[src/i2c_master_register_transfer_macros.svh]
// assertion helpers for the i2c register transfer master
`ifndef I2C_MASTER_REGISTER_TRANSFER_MACROS_SVH
`define I2C_MASTER_REGISTER_TRANSFER_MACROS_SVH
`ifndef SYNTHESIS
`define I2CMRT_ASSERT_SAME(label, clock, rst_n, ante, cons) \
	label: assert property (@(posedge clock) disable iff (!rst_n) (ante) |-> (cons)) \
		else $error("i2c master check failed");
`define I2CMRT_ASSERT_NEXT(label, clock, rst_n, ante, cons) \
	label: assert property (@(posedge clock) disable iff (!rst_n) (ante) |=> (cons)) \
		else $error("i2c master check failed");
`else
`define I2CMRT_ASSERT_SAME(label, clock, rst_n, ante, cons)
`define I2CMRT_ASSERT_NEXT(label, clock, rst_n, ante, cons)
`endif
`endif

[src/i2cmrt_pkg.sv]
package i2cmrt_pkg;

	localparam int BUF_DEPTH_DEF = 16;
	localparam int CFG_DATA_W = 16;

	localparam logic CFG_PHASE_TICKS = 1'b0;
	localparam logic CFG_ACK_TIMEOUT = 1'b1;

	localparam logic [15:0] PHASE_TICKS_RST = 16'd1;
	localparam logic [7:0] ACK_TIMEOUT_RST = 8'd250;

	localparam logic [1:0] FUNC_TICK = 2'd0;
	localparam logic [1:0] FUNC_PUSH = 2'd1;
	localparam logic [1:0] FUNC_LAUNCH = 2'd2;

	localparam logic [2:0] STATUS_OK = 3'd0;
	localparam logic [2:0] STATUS_BUS_BUSY = 3'd1;
	localparam logic [2:0] STATUS_STUCK = 3'd2;
	localparam logic [2:0] STATUS_ADDR_NACK = 3'd3;
	localparam logic [2:0] STATUS_REG_NACK = 3'd4;
	localparam logic [2:0] STATUS_DATA_NACK = 3'd5;

	typedef enum logic [4:0] {
		P_IDLE    = 5'd0,
		P_ST_REL  = 5'd1,
		P_ST_SCLH = 5'd2,
		P_ST_LOW  = 5'd3,
		P_B_SET   = 5'd4,
		P_B_HIGH  = 5'd5,
		P_B_LOW   = 5'd6,
		P_A_SET   = 5'd7,
		P_A_HIGH  = 5'd8,
		P_R_L0    = 5'd9,
		P_R_L1    = 5'd10,
		P_R_H0    = 5'd11,
		P_R_H1    = 5'd12,
		P_M_SET   = 5'd13,
		P_M_HIGH  = 5'd14,
		P_SP_LOW  = 5'd15,
		P_SP_HIGH = 5'd16
	} phase_t;

	typedef enum logic [1:0] {
		K_ADDR_W = 2'd0,
		K_REG    = 2'd1,
		K_DATA   = 2'd2,
		K_ADDR_R = 2'd3
	} kind_t;

	typedef struct packed {
		logic [1:0] func;
		logic       sda_in;
		logic [6:0] dev_addr;
		logic [7:0] reg_addr;
		logic       direction;
		logic [4:0] byte_count;
		logic [7:0] wr_byte;
	} in_t;

	typedef struct packed {
		logic       scl;
		logic       sda_out;
		logic       sda_drive;
		logic       rd_valid;
		logic [7:0] rd_byte;
		logic       rd_last;
		logic       busy_res;
		logic       done_res;
		logic [2:0] status;
	} out_t;

	typedef struct packed {
		logic [6:0] dev;
		logic [7:0] rega;
		logic       dir;
	} req_t;

endpackage

[src/i2c_master_register_transfer.sv]
// I2C master for register transfers. Every request (tick, push of a write byte, launch or
// no-op) gives exactly one result: it is held in the input register, then goes through the
// step logic into the result register, so a new request can enter every cycle unless out_ready
// stalls the result register. Bus timing is counted in tick requests: each bus phase lasts
// phase_ticks ticks (0 counts as 1), and the ACK wait gives up on failed sample ack_timeout + 1
// with a NACK status and one STOP. Write bytes wait in a BUF_DEPTH entry FIFO with a registered
// head read; a write longer than the queued data sends 0x00 for the rest. Configuration writes
// take effect at once and are meant for an idle block.
module i2c_master_register_transfer #(
	parameter int BUF_DEPTH = i2cmrt_pkg::BUF_DEPTH_DEF
) (
	input  logic                              clk,
	input  logic                              arst_n,
	input  logic                              in_valid,
	output logic                              in_ready,
	input  i2cmrt_pkg::in_t                   in_data,
	output logic                              out_valid,
	input  logic                              out_ready,
	output i2cmrt_pkg::out_t                  out_data,
	input  logic                              cfg_we,
	input  logic                              cfg_index,
	input  logic [i2cmrt_pkg::CFG_DATA_W-1:0] cfg_data
);

	`include "i2c_master_register_transfer_macros.svh"

	localparam int AW = (BUF_DEPTH > 1) ? $clog2(BUF_DEPTH) : 1;
	localparam int FW = $clog2(BUF_DEPTH + 1);

	// configuration
	logic [15:0] phase_ticks_q;
	logic [7:0]  ack_timeout_q;

	// input stage and result register
	i2cmrt_pkg::in_t  in_s1;
	logic             valid_s1;
	i2cmrt_pkg::out_t out_q;
	logic             out_valid_q;
	logic             advance;
	logic             proc;

	// bus engine state
	i2cmrt_pkg::phase_t phase_q, phase_d;
	i2cmrt_pkg::kind_t  kind_q, kind_d;
	i2cmrt_pkg::req_t   req_q, req_d;
	logic [15:0] delay_q, delay_d;
	logic [7:0]  shift_q, shift_d;
	logic [3:0]  bit_q, bit_d;
	logic [4:0]  left_q, left_d;
	logic [7:0]  ackw_q, ackw_d;

	// write fifo
	logic [7:0]    mem [BUF_DEPTH];
	logic [AW-1:0] wptr_q, rptr_q, rptr_d;
	logic [FW-1:0] fill_q;
	logic [7:0]    head_q;
	logic          push, pop;

	// step results
	logic       phase_end;
	logic       rd_valid, rd_last, done;
	logic [7:0] rd_byte;
	logic [2:0] status_code;
	i2cmrt_pkg::out_t res;

	assign advance   = !out_valid_q || out_ready;
	assign in_ready  = !valid_s1 || advance;
	assign proc      = valid_s1 && advance;
	assign out_valid = out_valid_q;
	assign out_data  = out_q;

	always_ff @(posedge clk or negedge arst_n) begin
		if (!arst_n) begin
			phase_ticks_q <= i2cmrt_pkg::PHASE_TICKS_RST;
			ack_timeout_q <= i2cmrt_pkg::ACK_TIMEOUT_RST;
		end else if (cfg_we) begin
			case (cfg_index)
				i2cmrt_pkg::CFG_PHASE_TICKS: phase_ticks_q <= cfg_data;
				i2cmrt_pkg::CFG_ACK_TIMEOUT: ack_timeout_q <= cfg_data[7:0];
				default: ;
			endcase
		end
	end

	always_ff @(posedge clk or negedge arst_n) begin
		if (!arst_n) begin
			valid_s1 <= 1'b0;
		end else if (in_ready) begin
			valid_s1 <= in_valid;
		end
	end

	always_ff @(posedge clk) begin
		if (in_ready && in_valid) begin
			in_s1 <= in_data;
		end
	end

	always_ff @(posedge clk or negedge arst_n) begin
		if (!arst_n) begin
			out_valid_q <= 1'b0;
		end else if (advance) begin
			out_valid_q <= valid_s1;
		end
	end

	always_ff @(posedge clk) begin
		if (proc) begin
			out_q <= res;
		end
	end

	// fifo storage; the head register follows the read pointer, with a bypass for a
	// byte written to the slot being read
	always_ff @(posedge clk) begin
		if (push) begin
			mem[wptr_q] <= in_s1.wr_byte;
		end
		if (push && (wptr_q == rptr_d)) begin
			head_q <= in_s1.wr_byte;
		end else begin
			head_q <= mem[rptr_d];
		end
	end

	always_comb begin
		rptr_d = rptr_q;
		if (pop) begin
			rptr_d = (rptr_q == AW'(BUF_DEPTH - 1)) ? '0 : rptr_q + AW'(1);
		end
	end

	always_ff @(posedge clk or negedge arst_n) begin
		if (!arst_n) begin
			wptr_q <= '0;
			rptr_q <= '0;
			fill_q <= '0;
		end else begin
			rptr_q <= rptr_d;
			if (push) begin
				wptr_q <= (wptr_q == AW'(BUF_DEPTH - 1)) ? '0 : wptr_q + AW'(1);
				fill_q <= fill_q + FW'(1);
			end else if (pop) begin
				fill_q <= fill_q - FW'(1);
			end
		end
	end

	always_ff @(posedge clk or negedge arst_n) begin
		if (!arst_n) begin
			phase_q <= i2cmrt_pkg::P_IDLE;
			kind_q  <= i2cmrt_pkg::K_ADDR_W;
			req_q   <= '0;
			delay_q <= '0;
			shift_q <= '0;
			bit_q   <= '0;
			left_q  <= '0;
			ackw_q  <= '0;
		end else begin
			phase_q <= phase_d;
			kind_q  <= kind_d;
			req_q   <= req_d;
			delay_q <= delay_d;
			shift_q <= shift_d;
			bit_q   <= bit_d;
			left_q  <= left_d;
			ackw_q  <= ackw_d;
		end
	end

	// one step of the bus engine
	always_comb begin
		logic [15:0] unit;
		logic [3:0]  bit_n;
		logic [4:0]  left_n;
		logic [7:0]  shift_n;
		logic        sda;
		unit    = (phase_ticks_q == '0) ? 16'd1 : phase_ticks_q;
		bit_n   = bit_q + 4'd1;
		left_n  = (left_q != '0) ? left_q - 5'd1 : left_q;
		sda     = in_s1.sda_in;
		shift_n = {shift_q[6:0], sda};

		phase_d     = phase_q;
		kind_d      = kind_q;
		req_d       = req_q;
		delay_d     = delay_q;
		shift_d     = shift_q;
		bit_d       = bit_q;
		left_d      = left_q;
		ackw_d      = ackw_q;
		push        = 1'b0;
		pop         = 1'b0;
		phase_end   = 1'b0;
		rd_valid    = 1'b0;
		rd_byte     = '0;
		rd_last     = 1'b0;
		done        = 1'b0;
		status_code = i2cmrt_pkg::STATUS_OK;

		if (proc) begin
			case (in_s1.func)
				i2cmrt_pkg::FUNC_PUSH: begin
					push = (fill_q < FW'(BUF_DEPTH));
				end
				i2cmrt_pkg::FUNC_LAUNCH: begin
					if (phase_q == i2cmrt_pkg::P_IDLE) begin
						req_d   = '{dev: in_s1.dev_addr, rega: in_s1.reg_addr,
							dir: in_s1.direction};
						left_d  = in_s1.byte_count;
						kind_d  = i2cmrt_pkg::K_ADDR_W;
						bit_d   = '0;
						ackw_d  = '0;
						delay_d = '0;
						phase_d = i2cmrt_pkg::P_ST_REL;
					end
				end
				i2cmrt_pkg::FUNC_TICK: begin
					if (phase_q != i2cmrt_pkg::P_IDLE) begin
						if (({1'b0, delay_q} + 17'd1) >= {1'b0, unit}) begin
							delay_d   = '0;
							phase_end = 1'b1;
						end else begin
							delay_d = delay_q + 16'd1;
						end
					end
				end
				default: ;
			endcase
		end

		if (phase_end) begin
			case (phase_q)
				i2cmrt_pkg::P_ST_REL, i2cmrt_pkg::P_ST_LOW: begin
					if ((phase_q == i2cmrt_pkg::P_ST_REL) && sda) begin
						phase_d = i2cmrt_pkg::P_ST_SCLH;
					end else if ((phase_q == i2cmrt_pkg::P_ST_LOW) && !sda) begin
						shift_d = {req_q.dev, (kind_q == i2cmrt_pkg::K_ADDR_R)};
						kind_d  = (kind_q == i2cmrt_pkg::K_ADDR_R) ? i2cmrt_pkg::K_ADDR_R
							: i2cmrt_pkg::K_ADDR_W;
						bit_d   = '0;
						phase_d = i2cmrt_pkg::P_B_SET;
					end else begin
						// start condition failed: bus held low or line stuck high
						status_code = (phase_q == i2cmrt_pkg::P_ST_REL)
							? i2cmrt_pkg::STATUS_BUS_BUSY : i2cmrt_pkg::STATUS_STUCK;
						if (kind_q == i2cmrt_pkg::K_ADDR_R) begin
							ackw_d      = {5'd0, status_code};
							phase_d     = i2cmrt_pkg::P_SP_LOW;
							status_code = i2cmrt_pkg::STATUS_OK;
						end else begin
							phase_d = i2cmrt_pkg::P_IDLE;
							delay_d = '0;
							bit_d   = '0;
							left_d  = '0;
							ackw_d  = '0;
							done    = 1'b1;
						end
					end
				end
				i2cmrt_pkg::P_ST_SCLH: phase_d = i2cmrt_pkg::P_ST_LOW;
				i2cmrt_pkg::P_B_SET:   phase_d = i2cmrt_pkg::P_B_HIGH;
				i2cmrt_pkg::P_B_HIGH:  phase_d = i2cmrt_pkg::P_B_LOW;
				i2cmrt_pkg::P_B_LOW: begin
					shift_d = {shift_q[6:0], 1'b0};
					bit_d   = bit_n;
					if (bit_n >= 4'd8) begin
						ackw_d  = '0;
						phase_d = i2cmrt_pkg::P_A_SET;
					end else begin
						phase_d = i2cmrt_pkg::P_B_SET;
					end
				end
				i2cmrt_pkg::P_A_SET: phase_d = i2cmrt_pkg::P_A_HIGH;
				i2cmrt_pkg::P_A_HIGH: begin
					if (!sda) begin
						ackw_d = '0;
						case (kind_q)
							i2cmrt_pkg::K_ADDR_W: begin
								shift_d = req_q.rega;
								kind_d  = i2cmrt_pkg::K_REG;
								bit_d   = '0;
								phase_d = i2cmrt_pkg::P_B_SET;
							end
							i2cmrt_pkg::K_ADDR_R: begin
								if (left_q != '0) begin
									bit_d   = '0;
									shift_d = '0;
									phase_d = i2cmrt_pkg::P_R_L0;
								end else begin
									phase_d = i2cmrt_pkg::P_SP_LOW;
								end
							end
							default: begin
								if ((kind_q == i2cmrt_pkg::K_REG) && req_q.dir) begin
									// read: repeated start, then address with read bit
									kind_d  = i2cmrt_pkg::K_ADDR_R;
									phase_d = i2cmrt_pkg::P_ST_REL;
								end else if (left_q != '0) begin
									// next data byte, zero once the fifo runs dry
									pop     = (fill_q != '0);
									shift_d = (fill_q != '0) ? head_q : 8'd0;
									left_d  = left_q - 5'd1;
									kind_d  = i2cmrt_pkg::K_DATA;
									bit_d   = '0;
									phase_d = i2cmrt_pkg::P_B_SET;
								end else begin
									phase_d = i2cmrt_pkg::P_SP_LOW;
								end
							end
						endcase
					end else if (ackw_q >= ack_timeout_q) begin
						case (kind_q)
							i2cmrt_pkg::K_REG:  ackw_d = {5'd0, i2cmrt_pkg::STATUS_REG_NACK};
							i2cmrt_pkg::K_DATA: ackw_d = {5'd0, i2cmrt_pkg::STATUS_DATA_NACK};
							default:            ackw_d = {5'd0, i2cmrt_pkg::STATUS_ADDR_NACK};
						endcase
						phase_d = i2cmrt_pkg::P_SP_LOW;
					end else begin
						ackw_d = ackw_q + 8'd1;
					end
				end
				i2cmrt_pkg::P_R_L0: phase_d = i2cmrt_pkg::P_R_L1;
				i2cmrt_pkg::P_R_L1: phase_d = i2cmrt_pkg::P_R_H0;
				i2cmrt_pkg::P_R_H0: begin
					shift_d = shift_n;
					bit_d   = bit_n;
					if (bit_n >= 4'd8) begin
						left_d   = left_n;
						rd_valid = 1'b1;
						rd_byte  = shift_n;
						rd_last  = (left_n == '0);
					end
					phase_d = i2cmrt_pkg::P_R_H1;
				end
				i2cmrt_pkg::P_R_H1: begin
					phase_d = (bit_q >= 4'd8) ? i2cmrt_pkg::P_M_SET : i2cmrt_pkg::P_R_L0;
				end
				i2cmrt_pkg::P_M_SET: phase_d = i2cmrt_pkg::P_M_HIGH;
				i2cmrt_pkg::P_M_HIGH: begin
					if (left_q != '0) begin
						bit_d   = '0;
						shift_d = '0;
						phase_d = i2cmrt_pkg::P_R_L0;
					end else begin
						ackw_d  = '0;
						phase_d = i2cmrt_pkg::P_SP_LOW;
					end
				end
				i2cmrt_pkg::P_SP_LOW: phase_d = i2cmrt_pkg::P_SP_HIGH;
				default: begin
					// end of stop, ack_wait carries the final status
					status_code = (phase_q == i2cmrt_pkg::P_SP_HIGH) ? ackw_q[2:0]
						: i2cmrt_pkg::STATUS_OK;
					phase_d = i2cmrt_pkg::P_IDLE;
					delay_d = '0;
					bit_d   = '0;
					left_d  = '0;
					ackw_d  = '0;
					done    = 1'b1;
				end
			endcase
		end
	end

	// bus drive from the state after the step
	always_comb begin
		res           = '0;
		res.scl       = 1'b1;
		res.sda_out   = 1'b1;
		res.sda_drive = 1'b0;
		case (phase_d)
			i2cmrt_pkg::P_ST_REL: begin
				res.scl       = (kind_d != i2cmrt_pkg::K_ADDR_R);
				res.sda_drive = 1'b1;
			end
			i2cmrt_pkg::P_ST_SCLH, i2cmrt_pkg::P_SP_HIGH: begin
				res.sda_drive = 1'b1;
			end
			i2cmrt_pkg::P_ST_LOW: begin
				res.sda_out   = 1'b0;
				res.sda_drive = 1'b1;
			end
			i2cmrt_pkg::P_B_SET, i2cmrt_pkg::P_B_LOW, i2cmrt_pkg::P_B_HIGH: begin
				res.scl       = (phase_d == i2cmrt_pkg::P_B_HIGH);
				res.sda_out   = shift_d[7];
				res.sda_drive = 1'b1;
			end
			i2cmrt_pkg::P_A_SET, i2cmrt_pkg::P_R_L0, i2cmrt_pkg::P_R_L1: begin
				res.scl = 1'b0;
			end
			i2cmrt_pkg::P_M_SET, i2cmrt_pkg::P_M_HIGH: begin
				// nack on the last byte
				res.scl       = (phase_d == i2cmrt_pkg::P_M_HIGH);
				res.sda_out   = (left_d == '0);
				res.sda_drive = 1'b1;
			end
			i2cmrt_pkg::P_SP_LOW: begin
				res.scl       = 1'b0;
				res.sda_out   = 1'b0;
				res.sda_drive = 1'b1;
			end
			default: ;
		endcase
		res.rd_valid = rd_valid;
		res.rd_byte  = rd_byte;
		res.rd_last  = rd_last;
		res.busy_res = (phase_d != i2cmrt_pkg::P_IDLE);
		res.done_res = done;
		res.status   = status_code;
	end

	`I2CMRT_ASSERT_SAME(a_done_not_busy, clk, arst_n, out_valid_q && out_q.done_res, !out_q.busy_res)
	`I2CMRT_ASSERT_SAME(a_rd_on_scl_high, clk, arst_n, out_valid_q && out_q.rd_valid, out_q.scl && !out_q.sda_drive)
	`I2CMRT_ASSERT_SAME(a_idle_clean, clk, arst_n, phase_q == i2cmrt_pkg::P_IDLE, (delay_q == '0) && (bit_q == '0) && (left_q == '0) && (ackw_q == '0))
	`I2CMRT_ASSERT_NEXT(a_launch_starts, clk, arst_n, proc && (in_s1.func == i2cmrt_pkg::FUNC_LAUNCH) && (phase_q == i2cmrt_pkg::P_IDLE), phase_q == i2cmrt_pkg::P_ST_REL)

endmodule

[config.mk]
export PLATFORM = sky130hd
export DESIGN_NAME = i2c_master_register_transfer
export DESIGN_NICKNAME = d
export VERILOG_FILES = /design/src/i2cmrt_pkg.sv /design/src/i2c_master_register_transfer.sv
export VERILOG_INCLUDE_DIRS = /design/src /design/src/src
export SDC_FILE = /design/constraint.sdc
export NUM_CORES = 1
export LEC_CHECK = 0
export BUFFER_PORTS_ARGS = -buffer_cell sky130_fd_sc_hd__buf_2
export CAP_MARGIN = 20
export CORE_ASPECT_RATIO = 1.2
export CORE_UTILIZATION = 53
export CTS_BUF_LIST = sky130_fd_sc_hd__clkbuf_4 sky130_fd_sc_hd__clkbuf_8
export DETAILED_ROUTE_END_ITERATION = 10
export PLACE_DENSITY = 0.78
export SKIP_CTS_REPAIR_TIMING = 1
export SLEW_MARGIN = 0
export SYNTH_ARGS = -nofsm -noshare
export SYNTH_HDL_FRONTEND = slang
export SYNTH_SLANG_ARGS = --single-unit
[constraint.sdc]
create_clock -name clk -period 5 [get_ports clk]
set_input_delay 0.25 -clock clk [delete_from_list [all_inputs] [get_ports clk]]
set_output_delay 0.25 -clock clk [all_outputs]
set_load 0.005 [all_outputs]
* Word level (Yosys, flattened, before mapping)
Memory sizes are Yosys's and may differ from the RTL's. A register that Yosys moved wholly into a read port is not among the register bits.
Cells that the tools add are included.
** Storage, ports and cells
- Flip-flop bits (word level) :: 153
- Latch bits :: 0
- Bits in writable memories :: 128
- Memory bits (read-only) :: 0
- Bits of input ports :: 54
- Output and inout bits :: 20
- Logic and storage cells :: 253
- Memories kept :: 1
** Memory list
- mem :: words 16, width 8, read ports 1, clocked after memory_dff 1, wr ports 1, line i2c_master_register_transfer.sv:53 : logic [7:0] mem [BUF_DEPTH];
** Operators by class
- Add/sub/neg operators :: 9
- Multipliers :: 0
- Divide/modulo/power cells :: 0
- $lt $le $gt $ge :: 5
- Equal/unequal tests :: 42
- Shifts and indexed selects :: 0
- Muxes and demuxes :: 121
- Bitwise gates (word level) :: 1
- Reductions and logical operators :: 40
** Operator list (number)
- 16-bit 2-to-1 mux :: 9
- 8-bit 2-to-1 mux :: 18
- 5-bit 2-to-1 mux :: 21
- 8-bit one-hot mux with 5 select lines :: 2
- 4-bit 2-to-1 mux :: 18
- 5-bit one-hot mux with 14 select lines :: 1
- 5-bit by 4-bit equality test with 1-bit output, second input constant :: 13
- 16-bit one-hot mux with 2 select lines :: 2
- 5-bit by 3-bit equality test with 1-bit output, second input constant :: 8
- 2-bit 2-to-1 mux :: 16
- 5-bit nonzero test :: 5
- 5-bit by 2-bit equality test with 1-bit output, second input constant :: 4
- 4-bit one-hot mux with 5 select lines :: 1
- 5-bit one-hot mux with 4 select lines :: 1
- 10-bit OR reduction :: 2
- 1-bit 2-to-1 mux :: 19
- 16-bit by 1-bit adder with 17-bit output, second input constant :: 1
- 17-bit by 16-bit >= comparator with 1-bit output :: 1
- 16-bit by 1-bit adder with 16-bit output, second input constant :: 1
- 16-bit logical NOT :: 1
- 4-bit one-hot mux with 2 select lines :: 2
- 8-bit one-hot mux with 2 select lines :: 1
- 5-bit logical NOT :: 3
- 13-bit OR reduction :: 1
- 34 further kinds :: 67

* Longest topological paths before layout
- Word-level depth :: 12
- Gate-level depth with buffers :: 18
- Depth with buffers taken out :: 17

* Worst setup path before layout
Ideal clock, no wire load.
- Path kind :: register to register
- From :: register delay_q[2]
- To :: register out_q (netlist bit out_data[15]) (data pin)
- Library setup time :: 259 ps
- Arrival :: 3851 ps
- Required time :: 4741 ps
- Setup slack :: 890 ps
- Cell stages (with the launch flop) :: 17
- Path buffers :: 0
- Clock period less this slack :: 4110 ps
- Cell sequence :: dfrtp_1 -> nand3_1 -> nor4_1 -> nand2_1 -> nor2_1 -> nand4_1 -> xnor2_1 -> ha_1 -> nand3_1 -> or3_1 -> o2111ai_2 -> nand2_4 -> o32ai_2 -> inv_2 -> nor2_1 -> mux2i_1 -> a21oi_2
** RTL lines
- start, declared :: line i2c_master_register_transfer.sv:46 : logic [15:0] delay_q, delay_d;
- start signal, assigned :: line i2c_master_register_transfer.sv:163 : delay_q <= delay_d;
- end signal, assigned :: line i2c_master_register_transfer.sv:109 : out_q <= res;
- end, declared :: line i2c_master_register_transfer.sv:37 : i2cmrt_pkg::out_t out_q;

==> metrics.txt <==
outcome finished, violations left; violated checks negative hold slack; global-route wire length before repair 48.6 mm; Least-Margin Pin Slew 866 ps; clk_lat worst skew 590 ps; # IOs 74; total of max-cap violations 0; Max VDD drop 0.302 mV; synthesized area per cell 12.3 um2; largest net degree at the start of global routing 57; Inserted Clock Buffers 44; drc violations 0; Synth warnings 0; Starting Density 54.5%; Hold WS -36.5 ps; Post-Syn Area 13600 um2; Layout area overhead 15.5%; Die Width 148 um; layout cells sized above 1 19.6%; Pre-Repair DR Iteration Count 6; Seq/Total Area, Yosys 59.0%; Req. time, crit path 5400 ps; Place WS 356 ps; final worst slack 298 ps; Post-Syn Instances 1102; Layout Nets 1336; H-tree Lvls 2; CTS tree built; total wire length 31.6 mm; Worst Clk Skew 33.3 ps; max_slew headroom 42.3%; startpoint types flip-flop; CP Max Fanout 7; Post-DRT Antenna Nets 0; diode count 0; Tcrit/Tclk final 94.0%; area of the multi-input gates 5170 um2; routability cong. 0.938; via/cell ratio 5.87; die area 26300 um2; HP Class in -> reg; Mapped Nets 1198; fillcell total 1886; initial DRC count 884; FFs w/ async S/R, synth 36.1%; PwrDens 427 nW/um2; Synth Register Bits 285; Root Buffer clkbuf_8; Total Power 6.70 mW; post-route core utilization 62.9%; initial antenna violation count 0; Die Span Y 177 um; WS Path Type reg -> reg; Crit. End Element flip-flop; Fmax achieved 213 MHz; final setup vio count 0; final count of pins violating max slew 0; CP arrival 5100 ps; Seq. cell area 8010 um2; # clock sinks 285; Hold Vio Cnt, Final 1; Post-synth EDFFs 178; Post-DP HPWL 21.5 mm; gr usage total 23.9%; FP Rows 63; via count 9376; Final min period 4700 ps; Leak 6.16 nW; Worst-path clk slew 60 ps; clock tree buffer depth 3; vias in the first global route 9099; Port Buf Inserts 73; Avg WL per Cell 19.8 um; setup total negative slack 0 ps; area of the core 24900 um2; grt ovf 0; Synth Flop Type edfxtp_1; Cell variety after synth 87
-- logic make-up after synthesis --
logic type / synth area share (%)
AND/OR/NAND/NOR: 12.9
flip-flops: 59.0
AO/OA/AOI/OAI: 10.9
buffers and inverters: 2.99
multiplexers: 7.93
adder cells (fa/ha/maj): 4.00
XOR/XNOR: 2.32
-- through the flow --
stage                     hold WS, ps  std cells  instance area [um2]
after global placement            295       1469                14300
after floorplan                 -45.6       1102                13600
after global routing             4.51       1598                15700
after detailed placement          300       1469                14300
after CTS                        -310       1548                15200
final                           -36.5       1598                15700
-- synth_stat cells (19+ instances only) --
cell	number	area, um2
edfxtp_1	178	5350
nand2_1	141	529
dfrtp_1	96	2400
nor2_1	80	300
o21ai_0	70	350
inv_1	48	180
ha_1	41	513
a21oi_1	39	195
mux4_2	39	878
clkbuf_1	26	97.6
nand3_1	25	125
xnor2_1	22	193
buf_2	19	95.1
-- final timing paths --
| check | start | end | slack, ps | cells after the start |
|---|---|---|---|---|
| min reg2reg | in_s1[24] | req_q[11] | 460 | 2 |
| max in group asynchronous | arst_n | bit_q[2] | 3590 | 3 |
| max | delay_q[0] | out_data[16] | 300 | 16 |
| min | out_ready | out_valid | -40 | 3 |
| max reg2reg | delay_q[0] | out_data[16] | 300 | 16 |
| min in group asynchronous | arst_n | phase_ticks_q[11] | 250 | 2 |
-- flip-flops by register name (all words and copies together), names as in the netlist, 5 cells and up, named ones only --
register	count
fill_q	5
mem	128
phase_q	5
out_data	18
phase_ticks_q	16
req_q	16
in_s1	32
left_q	5
ack_timeout_q	8
shift_q	8
ackw_q	8
delay_q	16
-- layout by cell type (no fill, tap or decap), types with 22 or more instances in the layout --
cell,netlist,final
edfxtp_1,178,178
nand2_1,141,141
dfrtp_1,96,96
nor2_1,80,80
buf_2,19,72
o21ai_0,70,70
dlygate4sd3_1,0,50
clkbuf_8,0,49
inv_1,48,48
ha_1,41,41
mux4_2,39,39
a21oi_1,39,38
nand3_1,25,25
xnor2_1,22,22
-- metal layers --
layer / up-vias / part of all wire [%] / GRT usage (%)
met2: 330 / 52 / 41.7
met3: 68 / 5.4 / 4.27
met4: 0 / 2.9 / 8.59
li1: 4396 / - / -
met5: - / 0 / 0
met1: 4582 / 40 / 29.9
-- critical path, cell delays in order, from the launching register on --
cell and delay [ps]:
dfrtp_1 420, ha_1 250, nand3_2 160, nor3_4 280, nand3_1 170, nor2_1 240, nand3_1 170, xnor2_1 170
ha_1 300, nand3_1 100, or3_1 420, o2111a_1 340, nor3_1 440, o21ai_0 190, a2111oi_0 580, a31oi_1 180
o31ai_1 110
-- power breakdown --
group	internal [mW]	switching (mW)
combinational	0.703	1.03
sequential	2.77	0.263
clock	1.02	0.914
total	4.49	2.21
-- cell type report --
class / count / share of cell area [%]
Timing Repair Buffer: 143 / 6.50
Multi-Input combinational cell: 716 / 33.0
Sequential cell: 285 / 51.1
Clock buffer: 64 / 5.02
Tap cell: 325 / 2.59
Inverter: 50 / 1.20
Clock inverter: 15 / 0.606
Note: power is estimated with default switching activity, not from simulation.
